<file path="config.mk">
export PLATFORM = sky130hd
export DESIGN_NAME = srecord_s1_s9_emitter_core
export DESIGN_NICKNAME = d
export VERILOG_FILES = /design/src/srec_pkg.sv /design/src/srecord_s1_s9_emitter_core.sv /design/src/srec_ctrl.sv /design/src/srec_dp.sv
export SDC_FILE = /design/constraint.sdc
export NUM_CORES = 1
export LEC_CHECK = 0
export ABC_AREA = 0
export BUFFER_PORTS_ARGS = -buffer_cell sky130_fd_sc_hd__clkbuf_2
export CAP_MARGIN = 20
export CORE_MARGIN = 1
export CORE_UTILIZATION = 34
export CTS_CLUSTER_DIAMETER = 150
export DETAILED_ROUTE_END_ITERATION = 6
export SLEW_MARGIN = 20
export SYNTH_ARGS = -nofsm -noshare
export SYNTH_HDL_FRONTEND = slang
export SYNTH_SLANG_ARGS = --single-unit
export TNS_END_PERCENT = 20
</file>
<file path="constraint.sdc">
create_clock -name clk -period 5.1 [get_ports clk]
set_clock_uncertainty 0.1 [all_clocks]
set_input_delay 1.275 -clock clk [delete_from_list [all_inputs] [get_ports clk]]
set_output_delay 1.275 -clock clk [all_outputs]
set_load 0.01 [all_outputs]
</file>
<file path="src/srec_pkg.sv">
// Shared types, constants and helpers for the S1/S9 record emitter.
// Used by srec_ctrl, srec_dp and the top level srecord_s1_s9_emitter_core.
package srec_pkg;

  // Default number of data bytes per S1 record
  localparam int RECORD_BYTES_DEF = 32;

  // Input action codes (carried on in_tuser)
  localparam logic [1:0] ACT_ADD   = 2'd0;
  localparam logic [1:0] ACT_FLUSH = 2'd1;
  localparam logic [1:0] ACT_END   = 2'd2;

  // ASCII characters used in records
  localparam logic [7:0] CH_S  = 8'h53;  // 'S'
  localparam logic [7:0] CH_1  = 8'h31;  // '1'
  localparam logic [7:0] CH_9  = 8'h39;  // '9'
  localparam logic [7:0] CH_NL = 8'h0A;  // newline
  localparam logic [7:0] CH_NUL = 8'h00;

  // Count overhead bytes: two address bytes plus the checksum byte
  localparam logic [7:0] REC_OVERHEAD = 8'd3;

  // Controller states
  typedef enum logic [2:0] {
    ST_IDLE,
    ST_HEAD,
    ST_COUNT,
    ST_ADDR_HI,
    ST_ADDR_LO,
    ST_DATA,
    ST_SUM,
    ST_NL
  } state_t;

  // Which part of the record goes into the output register
  typedef enum logic [2:0] {
    PC_HEAD,
    PC_COUNT,
    PC_ADDR_HI,
    PC_ADDR_LO,
    PC_DATA,
    PC_SUM,
    PC_NL
  } piece_t;

  // Controller to datapath commands
  typedef struct packed {
    logic   add_byte;    // write data byte to buffer, bump held count
    logic   start_s1;    // capture S1 record header values
    logic   start_s9;    // capture S9 record header values
    logic   clear_held;  // held count back to zero
    logic   load_addr;   // record address takes next_address
    logic   load;        // load output register with current piece
    piece_t piece;
  } cmd_t;

  // Datapath to controller status
  typedef struct packed {
    logic fill;       // adding one more byte fills the buffer
    logic held_zero;  // no bytes held
    logic is_s9;      // record being emitted is the S9 end record
    logic data_last;  // current data byte is the last one of the record
    logic slot_free;  // output register can take a new pair
  } stat_t;

  // Upper-case hex digit
  function automatic logic [7:0] hex_char(input logic [3:0] nib);
    logic [7:0] c;
    if (nib < 4'd10) begin
      c = 8'h30 + {4'd0, nib};
    end else begin
      c = 8'h37 + {4'd0, nib};
    end
    return c;
  endfunction

endpackage

</file>
<file path="src/srecord_s1_s9_emitter_core.sv">
// Top level of the S1/S9 record emitter: controller plus datapath.
// Depends on srec_pkg, srec_ctrl and srec_dp.
//
// Usage:
//  - Input stream: in_tuser selects the action (add byte, flush, end record),
//    in_tdata carries the data byte and the next record address.
//  - Output stream: one transaction per character pair; out_tuser flags a
//    valid second character, out_tlast marks the newline closing a record.
//  - cfg_we/cfg_wdata set the entry point placed in the S9 record; write it
//    only while the block is idle.
// Timing:
//  - An add that does not fill the buffer, a flush with no bytes held and an
//    unused action leave the block idle with in_tready high.
//  - An item that emits a record sends n + 6 pairs for an S1 record of n
//    bytes, 6 for S9, one pair per cycle while the receiver does not stall,
//    from the sequencer into the single output register. in_tready is low
//    meanwhile.
// Reset clears the held count, the record address and the entry point.
// A receiver stall holds the output register and pauses the sequencer; the
// buffer contents need no clearing since only written entries are read.
module srecord_s1_s9_emitter_core #(
  parameter int RECORD_BYTES = srec_pkg::RECORD_BYTES_DEF
) (
  input  logic        clk,
  input  logic        rst_n,
  input  logic        in_tvalid,
  output logic        in_tready,
  input  logic [23:0] in_tdata,   // [7:0] data_byte, [23:8] next_address
  input  logic [1:0]  in_tuser,   // [1:0] action
  output logic        out_tvalid,
  input  logic        out_tready,
  output logic [15:0] out_tdata,  // [7:0] char_first, [15:8] char_second
  output logic        out_tuser,  // [0] pair_valid
  output logic        out_tlast,
  input  logic        cfg_we,
  input  logic [15:0] cfg_wdata
);
  import srec_pkg::*;

  cmd_t  cmd;
  stat_t stat;

  srec_ctrl u_ctrl (
    .clk       (clk),
    .rst_n     (rst_n),
    .in_tvalid (in_tvalid),
    .in_tready (in_tready),
    .in_action (in_tuser),
    .stat      (stat),
    .cmd       (cmd)
  );

  srec_dp #(
    .RECORD_BYTES (RECORD_BYTES)
  ) u_dp (
    .clk             (clk),
    .rst_n           (rst_n),
    .in_data_byte    (in_tdata[7:0]),
    .in_next_address (in_tdata[23:8]),
    .cfg_we          (cfg_we),
    .cfg_wdata       (cfg_wdata),
    .cmd             (cmd),
    .stat            (stat),
    .out_tvalid      (out_tvalid),
    .out_tready      (out_tready),
    .out_tdata       (out_tdata),
    .out_tuser       (out_tuser),
    .out_tlast       (out_tlast)
  );

endmodule

</file>
<file path="src/srec_ctrl.sv">
// Record sequencer state machine for the S1/S9 record emitter.
// Depends on srec_pkg for state, command and status types.
module srec_ctrl (
  input  logic           clk,
  input  logic           rst_n,
  input  logic           in_tvalid,
  output logic           in_tready,
  input  logic [1:0]     in_action,
  input  srec_pkg::stat_t stat,
  output srec_pkg::cmd_t  cmd
);
  import srec_pkg::*;

  state_t state_r, state_nxt;
  logic   accept;

  // Input is only taken while idle
  assign accept = in_tvalid && (state_r == ST_IDLE);

  // State register
  always_ff @(posedge clk) begin
    if (!rst_n) begin
      state_r <= ST_IDLE;
    end else begin
      state_r <= state_nxt;
    end
  end

  // Next state
  always_comb begin
    state_nxt = state_r;
    case (state_r)
      ST_IDLE: begin
        if (accept) begin
          case (in_action)
            ACT_ADD:   if (stat.fill) state_nxt = ST_HEAD;
            ACT_FLUSH: if (!stat.held_zero) state_nxt = ST_HEAD;
            ACT_END:   state_nxt = ST_HEAD;
            default:   state_nxt = ST_IDLE;
          endcase
        end
      end
      ST_HEAD:    if (stat.slot_free) state_nxt = ST_COUNT;
      ST_COUNT:   if (stat.slot_free) state_nxt = ST_ADDR_HI;
      ST_ADDR_HI: if (stat.slot_free) state_nxt = ST_ADDR_LO;
      ST_ADDR_LO: if (stat.slot_free) state_nxt = stat.is_s9 ? ST_SUM : ST_DATA;
      ST_DATA:    if (stat.slot_free && stat.data_last) state_nxt = ST_SUM;
      ST_SUM:     if (stat.slot_free) state_nxt = ST_NL;
      ST_NL:      if (stat.slot_free) state_nxt = ST_IDLE;
      default:    state_nxt = ST_IDLE;
    endcase
  end

  // Outputs
  always_comb begin
    in_tready      = 1'b0;
    cmd.add_byte   = 1'b0;
    cmd.start_s1   = 1'b0;
    cmd.start_s9   = 1'b0;
    cmd.clear_held = 1'b0;
    cmd.load_addr  = 1'b0;
    cmd.load       = 1'b0;
    cmd.piece      = PC_HEAD;
    case (state_r)
      ST_IDLE: begin
        in_tready = 1'b1;
        if (accept) begin
          case (in_action)
            ACT_ADD: begin
              cmd.add_byte = 1'b1;
              if (stat.fill) begin
                cmd.start_s1   = 1'b1;
                cmd.clear_held = 1'b1;
                cmd.load_addr  = 1'b1;
              end
            end
            ACT_FLUSH: begin
              cmd.start_s1   = !stat.held_zero;
              cmd.clear_held = 1'b1;
              cmd.load_addr  = 1'b1;
            end
            ACT_END: cmd.start_s9 = 1'b1;
            default: ;
          endcase
        end
      end
      ST_HEAD: begin
        cmd.load  = stat.slot_free;
        cmd.piece = PC_HEAD;
      end
      ST_COUNT: begin
        cmd.load  = stat.slot_free;
        cmd.piece = PC_COUNT;
      end
      ST_ADDR_HI: begin
        cmd.load  = stat.slot_free;
        cmd.piece = PC_ADDR_HI;
      end
      ST_ADDR_LO: begin
        cmd.load  = stat.slot_free;
        cmd.piece = PC_ADDR_LO;
      end
      ST_DATA: begin
        cmd.load  = stat.slot_free;
        cmd.piece = PC_DATA;
      end
      ST_SUM: begin
        cmd.load  = stat.slot_free;
        cmd.piece = PC_SUM;
      end
      ST_NL: begin
        cmd.load  = stat.slot_free;
        cmd.piece = PC_NL;
      end
      default: ;
    endcase
  end

endmodule

</file>
<file path="src/srec_dp.sv">
// Datapath of the S1/S9 record emitter: byte buffer, address and count
// registers, checksum, hex formatting and the output register. Uses srec_pkg.
module srec_dp #(
  parameter int RECORD_BYTES = srec_pkg::RECORD_BYTES_DEF
) (
  input  logic            clk,
  input  logic            rst_n,
  input  logic [7:0]      in_data_byte,
  input  logic [15:0]     in_next_address,
  input  logic            cfg_we,
  input  logic [15:0]     cfg_wdata,
  input  srec_pkg::cmd_t  cmd,
  output srec_pkg::stat_t stat,
  output logic            out_tvalid,
  input  logic            out_tready,
  output logic [15:0]     out_tdata,
  output logic            out_tuser,
  output logic            out_tlast
);
  import srec_pkg::*;

  localparam int CW = $clog2(RECORD_BYTES + 1);
  localparam int AW = (RECORD_BYTES > 1) ? $clog2(RECORD_BYTES) : 1;
  localparam logic [CW-1:0] FULL_CNT = CW'(RECORD_BYTES);

  // Byte buffer
  logic [7:0] mem [RECORD_BYTES];
  logic [7:0] rd_data_r;

  logic [CW-1:0] held_r, held_nxt, held_inc;
  logic [15:0]   rec_addr_r, rec_addr_nxt;
  logic [15:0]   entry_r;
  logic [CW-1:0] rd_cnt_r, rd_cnt_nxt, rd_cnt_inc;
  logic [CW-1:0] n_r;
  logic [7:0]    count_r;
  logic [15:0]   addr_r;
  logic [7:0]    sum_r;
  logic          is_s9_r;
  logic          out_valid_r;
  logic [15:0]   out_data_r;
  logic          out_user_r;
  logic          out_last_r;
  logic [CW-1:0] n_start;
  logic [7:0]    count_start;
  logic [15:0]   addr_start;
  logic [7:0]    pair_byte;
  logic [15:0]   pair_data;
  logic          slot_free;

  assign held_inc   = held_r + CW'(1);
  assign rd_cnt_inc = rd_cnt_r + CW'(1);
  assign slot_free  = !out_valid_r || out_tready;

  // Status to controller
  assign stat.fill      = (held_inc == FULL_CNT);
  assign stat.held_zero = (held_r == '0);
  assign stat.is_s9     = is_s9_r;
  assign stat.data_last = (rd_cnt_inc == n_r);
  assign stat.slot_free = slot_free;

  // Buffer write on add, registered read at the next read index
  always_ff @(posedge clk) begin
    if (cmd.add_byte) begin
      mem[held_r[AW-1:0]] <= in_data_byte;
    end
    rd_data_r <= mem[rd_cnt_nxt[AW-1:0]];
  end

  // Held count and record address
  always_comb begin
    held_nxt = held_r;
    if (cmd.clear_held) begin
      held_nxt = '0;
    end else if (cmd.add_byte) begin
      held_nxt = held_inc;
    end
    rec_addr_nxt = cmd.load_addr ? in_next_address : rec_addr_r;
  end

  always_ff @(posedge clk) begin
    if (!rst_n) begin
      held_r     <= '0;
      rec_addr_r <= '0;
      entry_r    <= '0;
    end else begin
      held_r     <= held_nxt;
      rec_addr_r <= rec_addr_nxt;
      if (cfg_we) begin
        entry_r <= cfg_wdata;
      end
    end
  end

  // Record header values captured at start
  assign n_start     = cmd.add_byte ? held_inc : held_r;
  assign count_start = cmd.start_s9 ? REC_OVERHEAD : 8'(n_start) + REC_OVERHEAD;
  assign addr_start  = cmd.start_s9 ? entry_r : rec_addr_r;

  // Read index over the held bytes
  always_comb begin
    rd_cnt_nxt = rd_cnt_r;
    if (cmd.start_s1 || cmd.start_s9) begin
      rd_cnt_nxt = '0;
    end else if (cmd.load && cmd.piece == PC_DATA) begin
      rd_cnt_nxt = rd_cnt_inc;
    end
  end

  // Record registers and running checksum
  always_ff @(posedge clk) begin
    if (!rst_n) begin
      rd_cnt_r <= '0;
      is_s9_r  <= 1'b0;
    end else begin
      rd_cnt_r <= rd_cnt_nxt;
      if (cmd.start_s1 || cmd.start_s9) begin
        is_s9_r <= cmd.start_s9;
      end
    end
  end

  always_ff @(posedge clk) begin
    if (cmd.start_s1 || cmd.start_s9) begin
      n_r     <= n_start;
      count_r <= count_start;
      addr_r  <= addr_start;
      sum_r   <= count_start + addr_start[15:8] + addr_start[7:0];
    end else if (cmd.load && cmd.piece == PC_DATA) begin
      sum_r <= sum_r + rd_data_r;
    end
  end

  // Character pair for the current piece
  always_comb begin
    pair_byte = 8'h00;
    case (cmd.piece)
      PC_COUNT:   pair_byte = count_r;
      PC_ADDR_HI: pair_byte = addr_r[15:8];
      PC_ADDR_LO: pair_byte = addr_r[7:0];
      PC_DATA:    pair_byte = rd_data_r;
      PC_SUM:     pair_byte = ~sum_r;
      default:    pair_byte = 8'h00;
    endcase
    case (cmd.piece)
      PC_HEAD: pair_data = {is_s9_r ? CH_9 : CH_1, CH_S};
      PC_NL:   pair_data = {CH_NUL, CH_NL};
      default: pair_data = {hex_char(pair_byte[3:0]), hex_char(pair_byte[7:4])};
    endcase
  end

  // Output register
  always_ff @(posedge clk) begin
    if (!rst_n) begin
      out_valid_r <= 1'b0;
    end else if (cmd.load) begin
      out_valid_r <= 1'b1;
    end else if (out_tready) begin
      out_valid_r <= 1'b0;
    end
  end

  always_ff @(posedge clk) begin
    if (cmd.load) begin
      out_data_r <= pair_data;
      out_user_r <= (cmd.piece != PC_NL);
      out_last_r <= (cmd.piece == PC_NL);
    end
  end

  assign out_tvalid = out_valid_r;
  assign out_tdata  = out_data_r;
  assign out_tuser  = out_user_r;
  assign out_tlast  = out_last_r;

endmodule

</file>
==> results.json <==
{
  "grt_overflow": 0,
  "placed_area_mm2": 0.0174,
  "synth_top_area_share_pct": 57.3,
  "ctsHoldBuffers": 0,
  "irDropWorstVdd_v": 0.000314,
  "min_period_ps": 4690,
  "cts_post_setup_buffers_inserted": 0,
  "setup_viol_count_final": 0,
  "async_reset_ff_share_pct": 0,
  "crit_start": "in_tvalid",
  "vias_per_cell": 5.26,
  "wl_per_cell_um": 20.6,
  "antenna_found_initial": 0,
  "core_area_mm2": 0.0468,
  "start_util_pct": 34.7,
  "cts.sinks": 366,
  "fin_crit_sh_pct": 92.0,
  "cts_resized": 0,
  "worstSetupEndpoint": "u_dp.sum_r[7]$_DFFE_PP_",
  "slew_viol_final": 0,
  "io_buffers": 64,
  "violations": "DRC",
  "grt_pass1_vias": 10400,
  "crit_buf_inv": 5,
  "final_area_mm2": 0.0187,
  "synthTopCellsByCount": "edfxtp_1, nand2_1, nor2_1, mux2i_1, dfxtp_1",
  "tightest_slew_ps": 1090,
  "setup_ws_ps": 410,
  "synth-edff-count": 309,
  "max_stage_delay_ps": 520,
  "drt_iter0_drc": 950,
  "synth.area.top_cells": "edfxtp_1, dfxtp_1, nand2_1, mux2i_1, nor2_1",
  "die-area_mm2": 0.0485,
  "start_kind": "input pin",
  "hold_path_depth": 2,
  "totalWireLength_um": 41500,
  "diodes": 0,
  "clk_pin_slew_worst_paths_ps": 60,
  "vias": 10600,
  "reg2reg_depth": 18,
  "r2r_end": "u_dp.sum_r[7]$_DFFE_PP_",
  "synth_seq_cells": 366,
  "dp_hpwl_um": 28300,
  "yosys_warnings": 0,
  "route.detailed.drc": 11,
  "synthFlopType": "edfxtp_1",
  "drive_gt1_share_pct": 14.5,
  "synthMostInstantiatedCell": "edfxtp_1",
  "cts.root.buffer_cell": "clkbuf_16",
  "syn_inst": 1293,
  "dr.pass1.iters": 7,
  "path_max_fanout": 4,
  "synth_seq_area_share_pct": 64.3,
  "r2r_slack_ps": 880,
  "crit_family": "adder cells",
  "gp_congestion": 0.875,
  "ys_types": 68,
  "place_ws_ps": -71.4,
  "std_cell_rows": 79,
  "yosys.area.top_type": "edfxtp_1",
  "r2r-start": "u_ctrl.state_r[0]$_SDFFE_PN0P_",
  "leakage_nw": 6.81,
  "slew_headroom_pct": 27.2,
  "syn_area_per_cell_um2": 12.5,
  "status": "finished with violations",
  "grt_max_degree": 41,
  "grt_pass1_wl_um": 63200,
  "crit_required_ps": 5260,
  "fmax_mhz": 213,
  "powerDensity_mw_per_mm2": 388,
  "rsz0062_at_grt": "no",
  "synth_area_mm2": 0.0162,
  "htree_levels": 2,
  "hold_viol": 0,
  "cts_buffer_depth": 3,
  "io_pins": 67,
  "crit_path_top_delay_cell": "or4b_1",
  "max-cap-violations": 0,
  "nNetsFinal": 1458,
  "area_growth_pct": 15.3,
  "worstPathArrival_ps": 4850,
  "cts_tree": "yes",
  "path_depth": 19,
  "cp-end-kind": "flip-flop",
  "die_h_um": 220,
  "cts_buffers": 38,
  "grt.total_usage_pct": 17.3,
  "die_w_um": 220,
  "hold_class": "flip-flop to flip-flop",
  "fin_tns_setup_ps": 0,
  "clock_latency_ps": 550,
  "antenna_left": 0,
  "worstSetupPathType": "input pin to flip-flop",
  "crit_chain": "clkbuf_2 -> or4b_1 -> nor3_4 -> buf_4 -> xnor2_1 -> ha_1 -> and2_1 -> fa_1 -> inv_1 -> ha_1 -> inv_1 -> fa_1 -> inv_1 -> a21o_1 -> a21oi_1 -> o21bai_1 -> a21oi_1 -> xnor2_1 -> a21oi_1"
}
==> cells in the final DEF (no fill, tap or decap), drive strengths merged, types with 6 or more instances in the layout <==
| cell | count |
|---|---|
| a21oi | 52 |
| nand3 | 29 |
| a2bb2oi | 8 |
| a21boi | 21 |
| nand4 | 7 |
| a32o | 7 |
| o211ai | 8 |
| nand2 | 174 |
| inv | 53 |
| o21ai | 44 |
| xnor2 | 24 |
| o21a | 7 |
| mux2 | 7 |
| mux2i | 58 |
| nor2 | 86 |
| o311ai | 6 |
| a221o | 10 |
| a211oi | 18 |
| o221ai | 19 |
| o22a | 7 |
| nor3 | 11 |
| dfxtp | 57 |
| buf | 62 |
| a21o | 14 |
| a22oi | 17 |
| fa | 9 |
| a221oi | 18 |
| clkbuf | 114 |
| nor2b | 23 |
| clkinv | 12 |
| a211o | 12 |
| ha | 22 |
| o31ai | 12 |
| xor2 | 16 |
| edfxtp | 309 |
==> worst register-to-register path: cells and delay by family (launching register included) <==
| family | cells | cell delay, ps |
|---|---|---|
| adder cells (fa/ha/maj) | 4 | 1190 |
| AND/OR/NAND/NOR | 3 | 990 |
| AO/OA/AOI/OAI | 5 | 720 |
| buffers and inverters | 4 | 320 |
| XOR/XNOR | 2 | 320 |
| flip-flops | 1 | 300 |
==> registers in the layout (all words and copies together) (netlist names) <==
| register | cells |
|---|---|
| u_ctrl.state_r | 3 |
| u_dp.addr_r | 16 |
| u_dp.count_r | 7 |
| u_dp.entry_r | 16 |
| u_dp.held_r | 6 |
| u_dp.is_s9_r | 1 |
| u_dp.mem | 256 |
| u_dp.n_r | 6 |
| u_dp.out_tdata | 14 |
| u_dp.out_tlast | 1 |
| u_dp.out_tuser | 1 |
| u_dp.out_tvalid | 1 |
| u_dp.rd_cnt_r | 6 |
| u_dp.rd_data_r | 8 |
| u_dp.rec_addr_r | 16 |
| u_dp.sum_r | 8 |
==> where the power goes <==
group          internal [mW]  switching (mW)  total, mW  leakage, nW
clock network           1.63            1.16       2.80        0.612
registers               3.42          0.0595       3.48         3.25
logic                  0.362           0.619      0.981         2.95
total                   5.42            1.84       7.26         6.81
==> worst min path at each step <==
stage / slack (ps) / to / startpoint
after global placement: 360 / u_dp.rec_addr_r[4]$_SDFFE_PN0P_ / u_dp.rec_addr_r[4]$_SDFFE_PN0P_
after CTS: 380 / u_dp.rec_addr_r[12]$_SDFFE_PN0P_ / u_dp.rec_addr_r[12]$_SDFFE_PN0P_
after global routing: 400 / u_dp.rec_addr_r[9]$_SDFFE_PN0P_ / u_dp.rec_addr_r[9]$_SDFFE_PN0P_
final: 370 / u_dp.rec_addr_r[12]$_SDFFE_PN0P_ / u_dp.rec_addr_r[12]$_SDFFE_PN0P_
after floorplan: 340 / u_dp.rec_addr_r[10]$_SDFFE_PN0P_ / u_dp.rec_addr_r[10]$_SDFFE_PN0P_
after detailed placement: 370 / u_dp.rec_addr_r[0]$_SDFFE_PN0P_ / u_dp.rec_addr_r[0]$_SDFFE_PN0P_
==> final cells by class <==
cell class | instances | area [um^2]
Multi-Input combinational cell | 796 | 5240
Clock buffer | 50 | 1030
Timing Repair Buffer | 126 | 823
Clock inverter | 19 | 224
Sequential cell | 366 | 10400
Inverter | 52 | 195
Tap cell | 607 | 759
Fill cell | 4404 | 28100
==> cells by family after synthesis <==
group / synth area share (%)
XOR/XNOR: 2.16
other: 0.0231
flip-flops: 64.3
buffers and inverters: 3.49
AO/OA/AOI/OAI: 13.3
adder cells (fa/ha/maj): 2.81
multiplexers: 4.07
AND/OR/NAND/NOR: 9.88
==> metrics by stage <==
step / cells / hold slack [ps] / power, mW / utilization [%]
2_1_floorplan: 1294 / 343 / 4.15 / -
3_3_place_gp: 1947 / 359 / 4.50 / 37.3
3_5_place_dp: 1947 / 369 / 4.52 / 37.3
4_1_cts: 2016 / 378 / 7.33 / 40.0
5_1_grt: 2016 / 402 / 7.55 / 40.0
6_report: 2016 / 370 / 7.26 / 40.0
==> per-layer routing <==
layer,vias to the layer above,wire length (um),global-route usage (%)
li1,4980,-,-
met1,5159,18400,23.9
met2,398,19300,28.2
met3,62,3020,3.19
met4,0,819,4.23
met5,-,0,0
Note: power is estimated with default switching activity, not from simulation.
